<file path="config.mk">
export PLATFORM = sky130hd
export DESIGN_NAME = page_buffer_pool_manager_core
export DESIGN_NICKNAME = d
export VERILOG_FILES = /design/src/design/pbpm_pkg.sv /design/src/design/page_buffer_pool_manager_core.sv
export SDC_FILE = /design/constraint.sdc
export NUM_CORES = 1
export LEC_CHECK = 0
export BUFFER_PORTS_ARGS = -buffer_cell sky130_fd_sc_hd__buf_4
export CAP_MARGIN = 30
export CORE_ASPECT_RATIO = 0.8
export CORE_UTILIZATION = 50
export DETAILED_ROUTE_END_ITERATION = 12
export GPL_ROUTABILITY_DRIVEN = 0
export PLACE_DENSITY = 0.72
export SETUP_SLACK_MARGIN = 0.2
export SYNTH_ARGS = -nofsm -noshare
export SYNTH_HDL_FRONTEND = slang
export SYNTH_SLANG_ARGS = --single-unit
</file>
<file path="constraint.sdc">
create_clock -name clk -period 6.3 [get_ports clk]
set_input_delay 0.63 -clock clk [delete_from_list [all_inputs] [get_ports clk]]
set_output_delay 0.63 -clock clk [all_outputs]
set_load 0.01 [all_outputs]
</file>
<file path="src/design/pbpm_pkg.sv">
// Package for the page buffer pool manager: request kinds, status codes,
// defaults. Used by all files in design/.
package pbpm_pkg;
    localparam int POOL_FRAMES_DEF = 16;
    localparam int PAGE_W = 31;
    localparam int PIN_W = 8;

    typedef enum logic [2:0] {
        KIND_FETCH = 3'd0,
        KIND_NEW = 3'd1,
        KIND_DELETE = 3'd2,
        KIND_UNPIN = 3'd3,
        KIND_FLUSH = 3'd4
    } kind_t;

    typedef enum logic [2:0] {
        ST_OK = 3'd0,
        ST_NO_FRAME = 3'd1,
        ST_PINNED = 3'd2,
        ST_NOT_RES = 3'd3,
        ST_NOT_PINNED = 3'd4
    } status_t;
endpackage

</file>
<file path="src/design/page_buffer_pool_manager_core.sv">
// Top level of the page buffer pool manager.
// Depends on pbpm_pkg.
//
//  channel  | handshake          | payload
//  ---------+--------------------+---------------------------------------
//  request  | start / busy       | kind, page_number, mark_dirty
//  result   | done (one cycle)   | status, frame_index, page_out,
//           |                    | write_back_*, load_valid, zero_fill,
//           |                    | release_valid
//
// A request is accepted only in idle, so a new one cannot be taken before
// done. Frame state lives in one memory of frame records with a registered
// read; a sequencer makes two sweeps: scan (lookup, LRU victim, evictable
// count), a decision state, apply (read-modify-write of each frame's rank
// and flags), then a result state with done.
// The free queue is a second small memory, read ahead at the next head.
// Reset clears the valid bits per frame (flip-flops) and the queue pointers;
// queue slots read as their own index until written, and a record's flags
// count only while its frame is valid. Results cannot stall.
module page_buffer_pool_manager_core
    import pbpm_pkg::*;
#(
    parameter int POOL_FRAMES = POOL_FRAMES_DEF
) (
    input  logic                 clk,
    input  logic                 rst_n,
    input  logic                 start,
    output logic                 busy,
    input  logic [2:0]           kind,
    input  logic [PAGE_W-1:0]    page_number,
    input  logic                 mark_dirty,
    output logic                 done,
    output logic [2:0]           status,
    output logic [3:0]           frame_index,
    output logic [PAGE_W-1:0]    page_out,
    output logic                 write_back_valid,
    output logic [PAGE_W-1:0]    write_back_page,
    output logic                 load_valid,
    output logic                 zero_fill,
    output logic                 release_valid
);
    localparam int FW = $clog2(POOL_FRAMES);
    localparam int CW = $clog2(POOL_FRAMES + 1);

    typedef struct packed {
        logic [PAGE_W-1:0] page;
        logic [PIN_W-1:0]  pins;
        logic              dirty;
        logic              evict;
        logic [FW-1:0]     rank;
    } frame_rec_t;

    typedef enum logic [4:0] {
        S_IDLE  = 5'b00001,
        S_SCAN  = 5'b00010,
        S_DEC   = 5'b00100,
        S_APPLY = 5'b01000,
        S_OUT   = 5'b10000
    } state_t;

    state_t state_reg, state_next;

    frame_rec_t mem [POOL_FRAMES];
    frame_rec_t rd_q;
    logic [FW-1:0] fq_mem [POOL_FRAMES];
    logic [POOL_FRAMES-1:0] fq_wr_reg;
    logic [POOL_FRAMES-1:0] valid_reg;

    logic [FW-1:0] head_reg, head_next;
    logic [CW-1:0] fcnt_reg, fcnt_next;

    // request
    logic [2:0] kind_reg;
    logic [PAGE_W-1:0] page_reg;
    logic dirty_in_reg;

    // sweep
    logic [CW-1:0] rd_idx_reg, rd_idx_next;  // read address, one ahead
    logic [FW-1:0] cur_reg, cur_next;        // entry whose data is in rd_q
    logic          cur_v_reg, cur_v_next;

    // scan results
    logic          hit_reg, hit_next;
    logic [FW-1:0] hit_f_reg, hit_f_next;
    frame_rec_t    hit_rec_reg, hit_rec_next;
    logic          vic_reg, vic_next;
    logic [FW-1:0] vic_f_reg, vic_f_next;
    frame_rec_t    vic_rec_reg, vic_rec_next;
    logic          vic_valid_reg, vic_valid_next;
    logic [CW-1:0] nevict_reg, nevict_next;

    // decisions
    logic          tgt_reg, tgt_next;          // a frame is updated
    logic [FW-1:0] tgt_f_reg, tgt_f_next;
    frame_rec_t    tgt_rec_reg, tgt_rec_next;   // its new record
    logic          tgt_valid_reg, tgt_valid_next;
    logic          rm_reg, rm_next;             // rank removal happens
    logic [FW-1:0] rm_rank_reg, rm_rank_next;
    logic          rm2_reg, rm2_next;           // second removal: dropped copy
    logic [FW-1:0] rm2_rank_reg, rm2_rank_next;
    logic          dup_reg, dup_next;           // drop other copies (new)
    logic [FW-1:0] fq_tail_reg;
    logic [CW-1:0] fcnt_w_reg;

    // result
    logic [2:0]  st_reg, st_next;
    logic [3:0]  fi_reg, fi_next;
    logic        wb_reg, wb_next;
    logic [PAGE_W-1:0] wbp_reg, wbp_next;
    logic        ld_reg, ld_next, zf_reg, zf_next, rl_reg, rl_next;

    logic [FW-1:0] fq_rd_q;
    logic          fq_wr_en;
    logic [FW-1:0] fq_wr_addr, fq_wr_data;

    logic          mem_we;
    logic [FW-1:0] mem_wa;
    frame_rec_t    mem_wd;
    logic          vset, vclr;
    logic [FW-1:0] rd_addr;
    logic [FW-1:0] head_rd;

    assign rd_addr = rd_idx_reg[FW-1:0];

    always_ff @(posedge clk)
    begin
        if (mem_we)
        begin
            mem[mem_wa] <= mem_wd;
        end
        rd_q <= mem[rd_addr];
    end

    // free queue memory; unwritten slots read as their own index
    assign head_rd = (state_reg == S_IDLE) ? head_reg : head_next;
    always_ff @(posedge clk)
    begin
        if (fq_wr_en)
        begin
            fq_mem[fq_wr_addr] <= fq_wr_data;
        end
        fq_rd_q <= fq_mem[head_rd];
    end

    logic fq_rd_w_reg;
    logic [FW-1:0] fq_rd_a_reg;
    logic [FW-1:0] fq_head_val;
    always_ff @(posedge clk)
    begin
        fq_rd_a_reg <= head_rd;
    end
    assign fq_head_val = fq_wr_reg[fq_rd_a_reg] ? fq_rd_q : fq_rd_a_reg;
    assign fq_rd_w_reg = 1'b0;

    // queue tail: head + count, wrapped by one compare and subtract
    logic [CW:0]   tail_sum, tail_dec_sum;
    logic [FW-1:0] tail, tail_dec;
    assign tail_sum = (CW+1)'(head_reg) + (CW+1)'(fcnt_reg);
    assign tail = (tail_sum >= (CW+1)'(POOL_FRAMES)) ?
        FW'(tail_sum - (CW+1)'(POOL_FRAMES)) : FW'(tail_sum);
    assign tail_dec_sum = (CW+1)'(head_next) + (CW+1)'(fcnt_next);
    assign tail_dec = (tail_dec_sum >= (CW+1)'(POOL_FRAMES)) ?
        FW'(tail_dec_sum - (CW+1)'(POOL_FRAMES)) : FW'(tail_dec_sum);

    // registered view of the current entry
    frame_rec_t cur_rec;
    logic       cur_valid;
    assign cur_rec = rd_q;
    assign cur_valid = valid_reg[cur_reg];

    logic last_rd;
    assign last_rd = (rd_idx_reg == CW'(POOL_FRAMES - 1));

    // ranks above a removed rank shift down once per removal
    logic rm_hit, rm2_hit;
    assign rm_hit = rm_reg && (cur_rec.rank > rm_rank_reg);
    assign rm2_hit = rm2_reg && (cur_rec.rank > rm2_rank_reg);

    always_comb
    begin
        state_next = state_reg;
        rd_idx_next = rd_idx_reg;
        cur_next = cur_reg;
        cur_v_next = 1'b0;
        hit_next = hit_reg;
        hit_f_next = hit_f_reg;
        hit_rec_next = hit_rec_reg;
        vic_next = vic_reg;
        vic_f_next = vic_f_reg;
        vic_rec_next = vic_rec_reg;
        vic_valid_next = vic_valid_reg;
        nevict_next = nevict_reg;
        tgt_next = tgt_reg;
        tgt_f_next = tgt_f_reg;
        tgt_rec_next = tgt_rec_reg;
        tgt_valid_next = tgt_valid_reg;
        rm_next = rm_reg;
        rm_rank_next = rm_rank_reg;
        rm2_next = rm2_reg;
        rm2_rank_next = rm2_rank_reg;
        dup_next = dup_reg;
        st_next = st_reg;
        fi_next = fi_reg;
        wb_next = wb_reg;
        wbp_next = wbp_reg;
        ld_next = ld_reg;
        zf_next = zf_reg;
        rl_next = rl_reg;
        head_next = head_reg;
        fcnt_next = fcnt_reg;
        mem_we = 1'b0;
        mem_wa = cur_reg;
        mem_wd = cur_rec;
        vset = 1'b0;
        vclr = 1'b0;
        fq_wr_en = 1'b0;
        fq_wr_addr = tail;
        fq_wr_data = cur_reg;

        unique case (state_reg)
            S_IDLE:
            begin
                if (start)
                begin
                    state_next = S_SCAN;
                    rd_idx_next = CW'(1);
                    cur_next = '0;
                    cur_v_next = 1'b1;
                    hit_next = 1'b0;
                    vic_next = 1'b0;
                    nevict_next = '0;
                    hit_f_next = '0;
                    vic_f_next = '0;
                end
            end
            S_SCAN:
            begin
                if (cur_v_reg)
                begin
                    if (!hit_reg && cur_valid && cur_rec.page == page_reg)
                    begin
                        hit_next = 1'b1;
                        hit_f_next = cur_reg;
                        hit_rec_next = cur_rec;
                    end
                    if (cur_valid && cur_rec.evict)
                    begin
                        nevict_next = nevict_reg + CW'(1);
                        if (!vic_reg && cur_rec.rank == '0)
                        begin
                            vic_next = 1'b1;
                            vic_f_next = cur_reg;
                            vic_rec_next = cur_rec;
                            vic_valid_next = cur_valid;
                        end
                    end
                    if (cur_reg == FW'(POOL_FRAMES - 1))
                    begin
                        state_next = S_DEC;
                    end
                    else
                    begin
                        cur_next = cur_reg + FW'(1);
                        cur_v_next = 1'b1;
                        rd_idx_next = last_rd ? '0 : rd_idx_reg + CW'(1);
                    end
                end
            end
            S_DEC:
            begin
                st_next = ST_OK;
                fi_next = '0;
                wb_next = 1'b0;
                wbp_next = '0;
                ld_next = 1'b0;
                zf_next = 1'b0;
                rl_next = 1'b0;
                tgt_next = 1'b0;
                rm_next = 1'b0;
                rm_rank_next = '0;
                rm2_next = 1'b0;
                rm2_rank_next = '0;
                dup_next = 1'b0;
                tgt_f_next = hit_f_reg;
                tgt_rec_next = hit_rec_reg;
                tgt_valid_next = 1'b1;
                if ((kind_reg == KIND_FETCH && !hit_reg) || kind_reg == KIND_NEW)
                begin
                    if (fcnt_reg != '0)
                    begin
                        tgt_next = 1'b1;
                        tgt_f_next = fq_head_val;
                        head_next = (head_reg == FW'(POOL_FRAMES - 1)) ?
                            '0 : head_reg + FW'(1);
                        fcnt_next = fcnt_reg - CW'(1);
                    end
                    else if (vic_reg)
                    begin
                        tgt_next = 1'b1;
                        tgt_f_next = vic_f_reg;
                        rm_next = 1'b1;
                        rm_rank_next = vic_rec_reg.rank;
                        if (vic_valid_reg && vic_rec_reg.dirty)
                        begin
                            wb_next = 1'b1;
                            wbp_next = vic_rec_reg.page;
                        end
                    end
                    else
                    begin
                        st_next = ST_NO_FRAME;
                    end
                    tgt_rec_next.page = page_reg;
                    tgt_rec_next.pins = PIN_W'(1);
                    tgt_rec_next.dirty = 1'b0;
                    tgt_rec_next.evict = 1'b0;
                    tgt_rec_next.rank = '0;
                    fi_next = 4'(tgt_f_next);
                    if (kind_reg == KIND_NEW)
                    begin
                        zf_next = tgt_next;
                        dup_next = tgt_next;
                        // the resident copy (at most one) leaves the LRU set
                        rm2_next = tgt_next && hit_reg && hit_rec_reg.evict &&
                            (hit_f_reg != tgt_f_next);
                        rm2_rank_next = hit_rec_reg.rank;
                    end
                    else
                    begin
                        ld_next = tgt_next;
                    end
                    if (!tgt_next)
                    begin
                        fi_next = '0;
                    end
                end
                else
                begin
                    unique case (kind_reg)
                        KIND_FETCH:
                        begin
                            tgt_next = 1'b1;
                            fi_next = 4'(hit_f_reg);
                            if (hit_rec_reg.pins != '1)
                            begin
                                tgt_rec_next.pins = hit_rec_reg.pins + PIN_W'(1);
                            end
                            tgt_rec_next.evict = 1'b0;
                            tgt_rec_next.rank = '0;
                            rm_next = hit_rec_reg.evict;
                            rm_rank_next = hit_rec_reg.rank;
                        end
                        KIND_DELETE:
                        begin
                            if (!hit_reg)
                            begin
                                rl_next = 1'b1;
                            end
                            else if (hit_rec_reg.pins != '0)
                            begin
                                st_next = ST_PINNED;
                            end
                            else
                            begin
                                tgt_next = 1'b1;
                                tgt_valid_next = 1'b0;
                                fi_next = 4'(hit_f_reg);
                                rl_next = 1'b1;
                                wb_next = hit_rec_reg.dirty;
                                wbp_next = hit_rec_reg.dirty ? page_reg : '0;
                                tgt_rec_next = '0;
                                rm_next = hit_rec_reg.evict;
                                rm_rank_next = hit_rec_reg.rank;
                            end
                        end
                        KIND_UNPIN:
                        begin
                            if (!hit_reg)
                            begin
                                st_next = ST_NOT_RES;
                            end
                            else
                            begin
                                fi_next = 4'(hit_f_reg);
                                if (hit_rec_reg.pins == '0)
                                begin
                                    st_next = ST_NOT_PINNED;
                                end
                                else
                                begin
                                    tgt_next = 1'b1;
                                    tgt_rec_next.pins = hit_rec_reg.pins - PIN_W'(1);
                                    if (dirty_in_reg)
                                    begin
                                        tgt_rec_next.dirty = 1'b1;
                                    end
                                    if (hit_rec_reg.pins == PIN_W'(1) &&
                                        !hit_rec_reg.evict)
                                    begin
                                        tgt_rec_next.evict = 1'b1;
                                        tgt_rec_next.rank = FW'(nevict_reg);
                                    end
                                end
                            end
                        end
                        KIND_FLUSH:
                        begin
                            if (!hit_reg)
                            begin
                                st_next = ST_NOT_RES;
                            end
                            else
                            begin
                                fi_next = 4'(hit_f_reg);
                                wb_next = 1'b1;
                                wbp_next = page_reg;
                                tgt_next = 1'b1;
                                tgt_rec_next.dirty = 1'b0;
                            end
                        end
                        default:
                        begin
                        end
                    endcase
                end
                state_next = S_APPLY;
                rd_idx_next = CW'(1);
                cur_next = '0;
                cur_v_next = 1'b1;
            end
            S_APPLY:
            begin
                // per-frame rewrite: target record, rank shift, dup drop
                mem_wa = cur_reg;
                mem_wd = cur_rec;
                if (tgt_reg && cur_reg == tgt_f_reg)
                begin
                    mem_we = 1'b1;
                    mem_wd = tgt_rec_reg;
                    if (tgt_valid_reg)
                    begin
                        vset = 1'b1;
                    end
                    else
                    begin
                        vclr = 1'b1;
                        fq_wr_en = fcnt_w_reg < CW'(POOL_FRAMES);
                        fq_wr_addr = fq_tail_reg;
                        if (fq_wr_en)
                        begin
                            fcnt_next = fcnt_reg + CW'(1);
                        end
                    end
                end
                else if (dup_reg && cur_valid && cur_rec.page == page_reg)
                begin
                    // drop other copy; its rank removal is rm2
                    mem_we = 1'b1;
                    mem_wd = '0;
                    vclr = 1'b1;
                    fq_wr_en = fcnt_w_reg < CW'(POOL_FRAMES);
                    fq_wr_addr = fq_tail_reg;
                    if (fq_wr_en)
                    begin
                        fcnt_next = fcnt_reg + CW'(1);
                    end
                end
                else if (cur_valid && cur_rec.evict && (rm_hit || rm2_hit))
                begin
                    mem_we = 1'b1;
                    mem_wd.rank = cur_rec.rank - FW'(rm_hit) - FW'(rm2_hit);
                end
                if (cur_reg == FW'(POOL_FRAMES - 1))
                begin
                    state_next = S_OUT;
                end
                else
                begin
                    cur_next = cur_reg + FW'(1);
                    cur_v_next = 1'b1;
                    rd_idx_next = last_rd ? '0 : rd_idx_reg + CW'(1);
                end
            end
            S_OUT:
            begin
                state_next = S_IDLE;
                rd_idx_next = '0;
            end
            default:
            begin
                state_next = S_IDLE;
            end
        endcase
    end

    // Duplicate drop on new: at most one other frame holds the page, and the
    // scan hit names it. When it is evictable its rank is removed as well as
    // the victim's; each entry drops by the number of removed ranks below
    // it, both compared against the ranks read in this sweep.

    always_ff @(posedge clk or negedge rst_n)
    begin
        if (!rst_n)
        begin
            state_reg <= S_IDLE;
            valid_reg <= '0;
            fq_wr_reg <= '0;
            head_reg <= '0;
            fcnt_reg <= CW'(POOL_FRAMES);
            rd_idx_reg <= '0;
            cur_v_reg <= 1'b0;
        end
        else
        begin
            state_reg <= state_next;
            rd_idx_reg <= rd_idx_next;
            cur_v_reg <= cur_v_next;
            head_reg <= head_next;
            fcnt_reg <= fcnt_next;
            if (vset)
            begin
                valid_reg[mem_wa] <= 1'b1;
            end
            if (vclr)
            begin
                valid_reg[mem_wa] <= 1'b0;
            end
            if (fq_wr_en)
            begin
                fq_wr_reg[fq_wr_addr] <= 1'b1;
            end
        end
    end

    always_ff @(posedge clk)
    begin
        if (state_reg == S_IDLE && start)
        begin
            kind_reg <= kind;
            page_reg <= page_number;
            dirty_in_reg <= mark_dirty;
        end
        cur_reg <= cur_next;
        hit_reg <= hit_next;
        hit_f_reg <= hit_f_next;
        hit_rec_reg <= hit_rec_next;
        vic_reg <= vic_next;
        vic_f_reg <= vic_f_next;
        vic_rec_reg <= vic_rec_next;
        vic_valid_reg <= vic_valid_next;
        nevict_reg <= nevict_next;
        tgt_reg <= tgt_next;
        tgt_f_reg <= tgt_f_next;
        tgt_rec_reg <= tgt_rec_next;
        tgt_valid_reg <= tgt_valid_next;
        rm_reg <= rm_next;
        rm_rank_reg <= rm_rank_next;
        rm2_reg <= rm2_next;
        rm2_rank_reg <= rm2_rank_next;
        dup_reg <= dup_next;
        st_reg <= st_next;
        fi_reg <= fi_next;
        wb_reg <= wb_next;
        wbp_reg <= wbp_next;
        ld_reg <= ld_next;
        zf_reg <= zf_next;
        rl_reg <= rl_next;
        if (state_reg == S_DEC)
        begin
            fq_tail_reg <= tail_dec;
            fcnt_w_reg <= fcnt_next;
        end
        else if (fq_wr_en)
        begin
            fq_tail_reg <= (fq_tail_reg == FW'(POOL_FRAMES - 1)) ?
                '0 : fq_tail_reg + FW'(1);
            fcnt_w_reg <= fcnt_w_reg + CW'(1);
        end
    end

    assign busy = (state_reg != S_IDLE) || fq_rd_w_reg;
    assign done = (state_reg == S_OUT);
    assign status = st_reg;
    assign frame_index = fi_reg;
    assign page_out = page_reg;
    assign write_back_valid = wb_reg;
    assign write_back_page = wbp_reg;
    assign load_valid = ld_reg;
    assign zero_fill = zf_reg;
    assign release_valid = rl_reg;
endmodule

</file>
# ---- Yosys cells after proc, flatten, opt, wreduce, memory -nomap -nowiden
# Memory sizes are Yosys's and may differ from the RTL's. A register that Yosys moved wholly into a read port is not among the register bits.
# Cells that the tools add are included.
dict set report classes {
  add_sub_neg 16
  magnitude_cmp 10
  n_eq_ne 26
  muxes 168
  bitwise_logic 7
  reduce_logical 46
}
# operator count
set ops {}
lappend ops {{31-bit 2-to-1 mux} 9}
lappend ops {{45-bit 2-to-1 mux} 5}
lappend ops {{4-bit 2-to-1 mux} 40}
lappend ops {{5-bit 2-to-1 mux} 20}
lappend ops {{31-bit one-hot mux with 2 select lines} 1}
lappend ops {{1-bit 2-to-1 mux} 58}
lappend ops {{41-bit 2-to-1 mux} 1}
lappend ops {{16-bit 2-to-1 mux} 2}
lappend ops {{16-bit bitwise OR} 2}
lappend ops {{31-bit == test} 1}
lappend ops {{14-bit 2-to-1 mux} 2}
lappend ops {{5-bit one-hot mux with 5 select lines} 1}
lappend ops {{4-bit one-hot mux with 2 select lines} 3}
lappend ops {{8-bit one-hot mux with 3 select lines} 1}
lappend ops {{5-bit by 1-bit adder with 5-bit output (second input constant)} 4}
lappend ops {{5-bit one-hot mux with 2 select lines} 2}
lappend ops {{5-bit one-hot mux with 4 select lines} 1}
lappend ops {{1-bit logical AND} 19}
lappend ops {{16-bit AND} 1}
lappend ops {{16-bit inverter} 1}
lappend ops {{4-bit one-hot mux with 4 select lines} 1}
lappend ops {{4-bit AND reduction} 4}
lappend ops {{4-bit by 5-bit less-than comparator with 1-bit output (second input constant)} 3}
lappend ops {{5-bit one-hot mux with 3 select lines} 1}
lappend ops {{51 further kinds} 90}
dict set report totals {
  ff_bits 304
  ramBits 784
  inputBits 38
  out_inout_bits 75
  elab_cells 322
  mem_count 2
}
# name words width read_ports rd_clocked_by_memory_dff write_ports line
set memory_table {}
lappend memory_table {mem 16 45 1 1 1 page_buffer_pool_manager_core.sv:63} ;# frame_rec_t mem [POOL_FRAMES];
lappend memory_table {fq_mem 16 4 1 1 1 page_buffer_pool_manager_core.sv:65} ;# logic [FW-1:0] fq_mem [POOL_FRAMES];

# ---- Longest topological paths before layout
# Gate-level depths: netlist (run 1).
dict set report logic_depth {
  word_depth 12
  mapped_depth 18
  depth_no_buf 14
}

# ---- Least setup slack after synthesis (run 1)
# No wires, ideal clock.
dict set report synth_timing {
  path_kind {register to register}
  from {reg cur_reg[0]}
  to {reg vic_f_reg[0] (enable)}
  setup_ps 316
  t_arrival_ps 5605
  slack_ps 379
  stages_incl_launch_ff 8
  period_less_slack_ps 5921
  cell_sequence {edfxtp_1 > buf_2 > mux4_2 > nand3_1 > nand3_1 > nand2_1 > nor4_1 > or2_2}
}
dict set report synth_between {
  elab_chain_cells 5
}
# item line
set synth_rtl {}
lappend synth_rtl {{start, declared} page_buffer_pool_manager_core.sv:79} ;# logic [FW-1:0] cur_reg, cur_next;
lappend synth_rtl {{start signal, assigned} page_buffer_pool_manager_core.sv:543} ;# cur_reg <= cur_next;
lappend synth_rtl {{1-bit binary-select mux with 4-bit select} page_buffer_pool_manager_core.sv:169} ;# assign cur_valid = valid_reg[cur_reg];
lappend synth_rtl {{1-bit 2-to-1 mux (not written as such)} page_buffer_pool_manager_core.sv:169}
lappend synth_rtl {{named net cur_valid} page_buffer_pool_manager_core.sv:167} ;# logic cur_valid;
lappend synth_rtl {{1-bit logical AND} page_buffer_pool_manager_core.sv:246} ;# if (cur_valid && cur_rec.evict)
lappend synth_rtl {{2-bit != test (no line)} -}
lappend synth_rtl {{5-bit AND reduction (no line)} -}
lappend synth_rtl {{end signal, assigned} page_buffer_pool_manager_core.sv:548} ;# vic_f_reg <= vic_f_next;
lappend synth_rtl {{end, declared} page_buffer_pool_manager_core.sv:87} ;# logic [FW-1:0] vic_f_reg, vic_f_next;
# The timed path passes the listed nets, and every way through them passes these cells. The select of a mux whose other input is x is not followed.
# A chain may end at the register's enable or synchronous reset.

# ---- Worst setup path after layout (run 1)
dict set report layout_timing {
  from {reg page_reg[1], in the netlist page_out[1]}
  to {mem mem[4][7] (netlist name) (enable)}
}
dict set report layout_between {
  elab_chain_cells 7
}
# item line
set layout_rtl {}
lappend layout_rtl {{start, declared} page_buffer_pool_manager_core.sv:74} ;# logic [PAGE_W-1:0] page_reg;
lappend layout_rtl {{start signal, assigned} page_buffer_pool_manager_core.sv:540} ;# page_reg <= page_number;
lappend layout_rtl {{31-bit == test} page_buffer_pool_manager_core.sv:455} ;# else if (dup_reg && cur_valid && cur_rec.page == page_reg)
lappend layout_rtl {{1-bit logical AND} page_buffer_pool_manager_core.sv:455}
lappend layout_rtl {{1-bit 2-to-1 mux} page_buffer_pool_manager_core.sv:455}
lappend layout_rtl {{1-bit 2-to-1 mux} page_buffer_pool_manager_core.sv:436} ;# if (tgt_reg && cur_reg == tgt_f_reg)
lappend layout_rtl {{1-bit 2-to-1 mux} page_buffer_pool_manager_core.sv:220} ;# unique case (state_reg)
lappend layout_rtl {{1-bit 2-to-1 mux} page_buffer_pool_manager_core.sv:127} ;# if (mem_we)
lappend layout_rtl {{1-bit 2-to-1 mux (not written as such)} page_buffer_pool_manager_core.sv:129} ;# mem[mem_wa] <= mem_wd;
lappend layout_rtl {{end, declared} page_buffer_pool_manager_core.sv:63}
# No other way between the ends.

==> flow_summary.toml, run 1 <==
[final_layout]
area_delta_synth_final_pct = 13.4
final_layout_size_suffix_gt1_share_pct = 17.9
final.fill_count = 6597
registers.top_by_ff_count = "mem"
fin_nets = 2958
largest_reg_flops = 720
largest_registers = "mem (720), fq_mem (64)"
layout.cell_area.non_filler_sq_um = 51600

[critical_path]
critPathRequiredTime_ps = 6640
worst_setup_path_class = "reg -> reg"
ff2ff_path_depth = 10
critical_path.max_fanout = 23
crit_arrival_ps = 5370
critical_path_startpoint_category = "register"
timing.critical_path.to_type = "register"
setup.reg_to_reg.worst_slack_ps = 1280

[sta]
fin_worst_skew_ps = 49.0
final-hold-violation-count = 0
timing.final.max_slew_violations = 0
final.setup.worst_slack_ps = 1280
post-route-min-period_ps = 5020
final.period_utilization_pct = 79.7
tightest_slew_ps = 1090
setup_tns_ps = 0
grt_setup_unrepaired = "false"
maxSlewHeadroom_pct = 27.7
max_freq_ghz = 0.199
setup_viol_count_final = 0

[clocking]
clockBufferDepth = 3
tritoncts.num_buffers = 105
path_clk_slew_ps = 70
tritoncts_clock_tree = "done"
htree_levels = 3
clkSinkCount = 1136
clockRootBuffer = "clkbuf_16"
post-cts-setup-buffer-count = 0
post_cts.resized_instances = 0
worstSkewPairLatency_ps = 700

[power_and_ir_drop]
power.net_switching_uw = 5240
power.combinational.fraction_pct = 17.2
clock_power_share_pct = 33.4
pwr_cell_area_nw_per_um2 = 375
seqPwrFrac_pct = 49.4
power.internal_uw = 14100
vdd_ir_drop_max_mv = 0.272
total_leakage_power_uw = 0.0176
p_total_uw = 19400
power_switching_share_pct = 27.1

[synth]
synth_enable_flop_cells = 1031
async_reset_ff_share_pct = 4.58
post-synth-top-area-cell = "edfxtp_1"
ys.warnings.count = 0
synthesized_area_fraction_occupied_by_ao_oa_aoi_and_oai_cells_pct = 8.28
yosysSeqAreaShare_pct = 73.2
synth-adder-area-share_pct = 0.912
post_synth_mux_area_share_pct = 9.79
postSynth.topFlopCell = "edfxtp_1"
dominant_combinational_cell_family_by_area_after_synthesis = "multiplexers"
netlist_area_sq_um = 45500
yosys.area_share.simple_pct = 4.82
postSynthCellCount = 2777
synth_xor_xnor_area_share_pct = 1.06
cell_variety_after_synth = 72
synthesis.area_per_instance_sq_um = 16.4
synth.top_cells.by_area = "edfxtp_1, mux4_2, mux2i_1"
synthesized_net_count = 2847
synth-seq-cells = 1136
synthDominantCellAreaShare_pct = 68.0

[grt]
wire_length_of_the_first_global_routing_pass_mm = 171
global_route.overflow_total = 0
vias_in_the_first_global_route = 26100
pin_count_of_the_biggest_net_entering_global_routing = 80
antenna_found_initial = 1
groute.usage.overall_pct = 25.0

[placed_design]
place.detailed.hpwl_mm = 67.3
dpl-instance-area_sq_um = 48000
port-buffer-count = 112
preCtsSetupSlack_ps = 1550

[job]
max_cap_viol_count = 0

[min_path]
worst_hold_path_type = "in -> reg"
timing.hold.worst_path_depth = 1

[detailed_routing]
via_per_inst = 6.36
detailed_route_iter0_violations = 3382
post_drt_wl_per_cell_um = 27.8
num_vias = 26600
detail-route-antenna-nets = 0
wirelength_mm = 116
remaining_drc_errors = 0
dr.pass1.iters = 7

[floorplan]
io_pins = 113
starting_utilization_of_the_core_area_pct = 50.7
die-area_sq_um = 92300
core_area_sq_um = 89800
die_height_um = 272
chipWidth_um = 339
core.rowCount = 98

[outcome]
outcome = "complete, no violations"
stage by stage:
step | hold WS, ps | util (%) | std cells
CTS | 64.7 | 57.5 | 4175
detailed placement | 428 | 53.5 | 3978
floorplan | 334 | - | 2777
finish | 98.3 | 57.5 | 4178
global route | 65.9 | 57.5 | 4177
global placement | 439 | 53.3 | 3971
cells in the final DEF (no fill, tap or decap), types with 46 or more instances in the layout:
cell type and n:
a21oi_1 72, a221oi_1 46, a22o_1 82, a22oi_1 50
buf_4 145, clkbuf_16 106, dfrtp_1 46, dfxtp_1 53
edfxtp_1 1031, inv_1 52, mux2_2 56, mux2i_1 149
mux4_2 103, nand2_1 186, nor2_1 59, o21ai_0 170
xnor2_1 48
cells in the mapped netlist (all sizes together), types with 53 or more instances:
cell / n
nor2: 77
mux4: 103
edfxtp: 1031
inv: 56
clkbuf: 103
mux2i: 150
o21ai: 180
a21oi: 72
mux2: 56
nand2: 190
a22o: 82
dfxtp: 53
buf: 59
final cells by class:
cell class	instances	area (sq um)	area share, %
flip-flops and latches	1136	33300	64.6
multi-input cells	1423	11500	22.3
clock buffers	130	2750	5.33
repair buffers	166	1540	2.99
well taps	1200	1500	2.91
clock inverters	66	783	1.52
inverters	56	213	0.412
diodes	1	2.50	0.00485
layer usage:
metal / vias to the layer above / track usage, % / wire length [um]
met1: 13500 / 35.2 / 46200
met4: 0 / 7.79 / 3630
met5: - / 0 / 0
li1: 11200 / - / -
met3: 247 / 4.98 / 11800
met2: 1586 / 39.6 / 54400
power by group through the flow:
| stage | Combinational, uW | Sequential [uW] | Clock [uW] |
|---|---|---|---|
| after CTS | 3180 | 9660 | 6540 |
| after detailed placement | 3150 | 9810 | 0 |
| final | 3330 | 9560 | 6470 |
| after global placement | 3050 | 9790 | 0 |
| after global routing | 3560 | 9590 | 6840 |
| after floorplan | 2380 | 9440 | 0 |
cell families after synthesis:
family / count (synthesis)
adders and majority gates: 32
muxes: 309
buffers and inverters: 218
DFF: 1136
xor gates and xnor gates: 55
AOI/OAI and AO/OA: 559
and+or+nand+nor: 468
critical path, stage by stage, from the launching register on:
cell	delay (ps)
edfxtp_1	460
xnor2_1	690
nand4_1	230
nor4_1	810
nand3_2	160
buf_4	210
o21ai_2	330
o21ai_4	220
buf_4	330
nor2_4	780
buf_4	410
worst paths after layout:
path,from,end
setup / recovery,page_out[1]$_DFFE_PP_,mem[4][7]$_DFFE_PP_
hold / removal,page_number[6],page_out[6]$_DFFE_PP_
setup reg to reg,page_out[1]$_DFFE_PP_,mem[4][7]$_DFFE_PP_
hold reg to reg,cur_rec[11]$_DFF_P_,hit_rec_reg[11]$_DFFE_PP_
max in group asynchronous,rst_n,rd_idx_reg[0]$_DFFE_PN0P_
min in group asynchronous,rst_n,rd_idx_reg[1]$_DFFE_PN0P_
what timing repair did:
item,in CTS,in global routing
endpoints found under the hold margin,50,0
hold buffers,1,0
setup endpoints to repair,0,0
No activity file was read; power rests on OpenSTA's default activity.
==> inputs of run 2 (changes only) <==
clock period = 4.3 ns   (was 6.3 ns; I/O delays follow)
==> flow_summary.toml, run 2 (synthesized netlist as in run 1, its figures left out) <==
[outcome]
outcome = "complete, no violations"

[sta]
max_freq_ghz = 0.262
timing.final.max_slew_violations = 0
grt_setup_unrepaired = "false"
fin_worst_skew_ps = 39.2
hold_slack_ps = 389
final-hold-violation-count = 0
setup_viol_count_final = 0
tightest_slew_ps = 1030
maxSlewHeadroom_pct = 31.4
final.setup.worst_slack_ps = 478
final.period_utilization_pct = 88.9
post-route-min-period_ps = 3820

[clocking]
htree_levels = 3
cts_hold_buf = 37
tritoncts_clock_tree = "done"
clockBufferDepth = 3
clockRootBuffer = "clkbuf_16"
clkSinkCount = 1136
worstSkewPairLatency_ps = 700
post_cts.resized_instances = 0
tritoncts.num_buffers = 104
post-cts-setup-buffer-count = 0
path_clk_slew_ps = 70

[final_layout]
registers.top_by_ff_count = "mem"
finish.cell_count_without_fillers = 4279
area.sequential_sq_um = 33300
multi_input_area_sq_um = 11500
layout.cell_area.non_filler_sq_um = 52800
area_delta_synth_final_pct = 15.9
mostFrequentLayoutCell = "edfxtp_1"
finish.utilization_pct = 58.8
largest_registers = "mem (720), fq_mem (64)"
layout.cells.most_common_list = "edfxtp_1, nand2_1, buf_4"
fin_nets = 3057
final_layout_size_suffix_gt1_share_pct = 19.5
final.fill_count = 6594
largest_reg_flops = 720

[detailed_routing]
wl_met1_mm = 46.0
wirelength_mm = 113
wl_met3_mm = 10.5
met2WireLength_mm = 53.2
highest_layer = "met5"
detailed_route_iter0_violations = 2983
post_drt_wl_per_cell_um = 26.4
via_per_inst = 6.25
detail-route-antenna-nets = 0
remaining_drc_errors = 0
num_vias = 26800
dr.pass1.iters = 9

[critical_path]
timing.critical_path.to_type = "register"
setup.worst_path.start = "page_out[4]$_DFFE_PP_"
setup.reg_to_reg.worst_slack_ps = 480
r2r-start = "page_out[4]$_DFFE_PP_"
critical_path_startpoint_category = "register"
critPathRequiredTime_ps = 4680
crit_arrival_ps = 4200
critical_path.max_fanout = 7
worst_setup_path_class = "reg -> reg"

[floorplan]
chipWidth_um = 339
die_height_um = 272
die-area_sq_um = 92300
starting_utilization_of_the_core_area_pct = 50.7
core.rowCount = 98
io_pins = 113
core_area_sq_um = 89800

[grt]
pin_count_of_the_biggest_net_entering_global_routing = 115
wire_length_of_the_first_global_routing_pass_mm = 169
antenna_found_initial = 1
global_route.overflow_total = 0
vias_in_the_first_global_route = 26800
groute.usage.overall_pct = 24.5

[placed_design]
dpl-instance-area_sq_um = 48800
port-buffer-count = 112
preCtsSetupSlack_ps = 579
dpl.cell_count = 4043
place.detailed.hpwl_mm = 67.3

[job]
max_cap_viol_count = 0

[power_and_ir_drop]
vdd_ir_drop_max_mv = 0.416
total_leakage_power_uw = 0.0181
pwr_cell_area_nw_per_um2 = 538

[min_path]
worst_hold_path_type = "in -> async"
==> run 2: changes by cell type in the layout (fill, tap and decap cells not counted), sizes merged <==
cell | previous run | this run
dlygate4sd3 | 1 | 37
inv | 58 | 62
clkbuf | 130 | 149
buf | 165 | 229
clkinvlp | 6 | 3
clkinv | 44 | 26
bufinv | 14 | 13
==> run 2: metal layers <==
metal  vias to the layer above  GRT usage [%]
met3                       233           4.36
li1                      11400              -
met5                         -              0
met1                     13700           34.7
met2                      1443           38.8
met4                         2           7.61
==> run 2: per-stage QoR <==
| step | total power (uW) | TNS, ps |
|---|---|---|
| final | 28400 | 0 |
| after global routing | 29300 | 0 |
| after CTS | 28500 | 0 |
| after detailed placement | 19000 | 0 |
| after global placement | 18800 | 0 |
| after floorplan | 17300 | -95830 |
==> run 2: path summary, 6_finish.rpt <==
path                                        endpoint  depth (start not counted)
min reg2reg                 hit_rec_reg[8]$_DFFE_PP_                          0
max                         fq_tail_reg[3]$_DFFE_PP_                         16
min in group clk            hit_rec_reg[8]$_DFFE_PP_                          0
max reg2reg                 fq_tail_reg[3]$_DFFE_PP_                         16
max in group asynchronous  rd_idx_reg[0]$_DFFE_PN0P_                          2
min                            fcnt_reg[3]$_DFF_PN0_                          2
==> run 2: final cells by class <==
cell class                 instances  share of cell area (%)
antenna                            1                 0.00474
sequential                      1136                    63.2
clock buffer                     149                    5.48
multi-input combinational       1423                    21.8
clock inverter                    48                    1.25
tap                             1200                    2.85
timing repair buffer             266                    4.97
inverter                          56                   0.403
==> run 2: critical path: stages, from the launching register on <==
cell and delay [ps]:
edfxtp_1 460, xnor2_1 290, nand4_1 190, nor4_1 410
buf_4 240, nand3_2 90, buf_4 180, nor4_1 310
a211o_1 180, a21oi_1 90, ha_1 220, buf_4 130
a21o_1 160, a21oi_1 170, xnor2_1 160, xnor2_1 140
a21oi_1 90
==> run 2: power breakdown <==
group | internal (uW) | switching (uW) | leakage [uW]
combinational | 2010 | 2940 | 0.00594
clock | 5510 | 4060 | 0.00173
sequential | 13300 | 553 | 0.0105
total | 20800 | 7560 | 0.0181
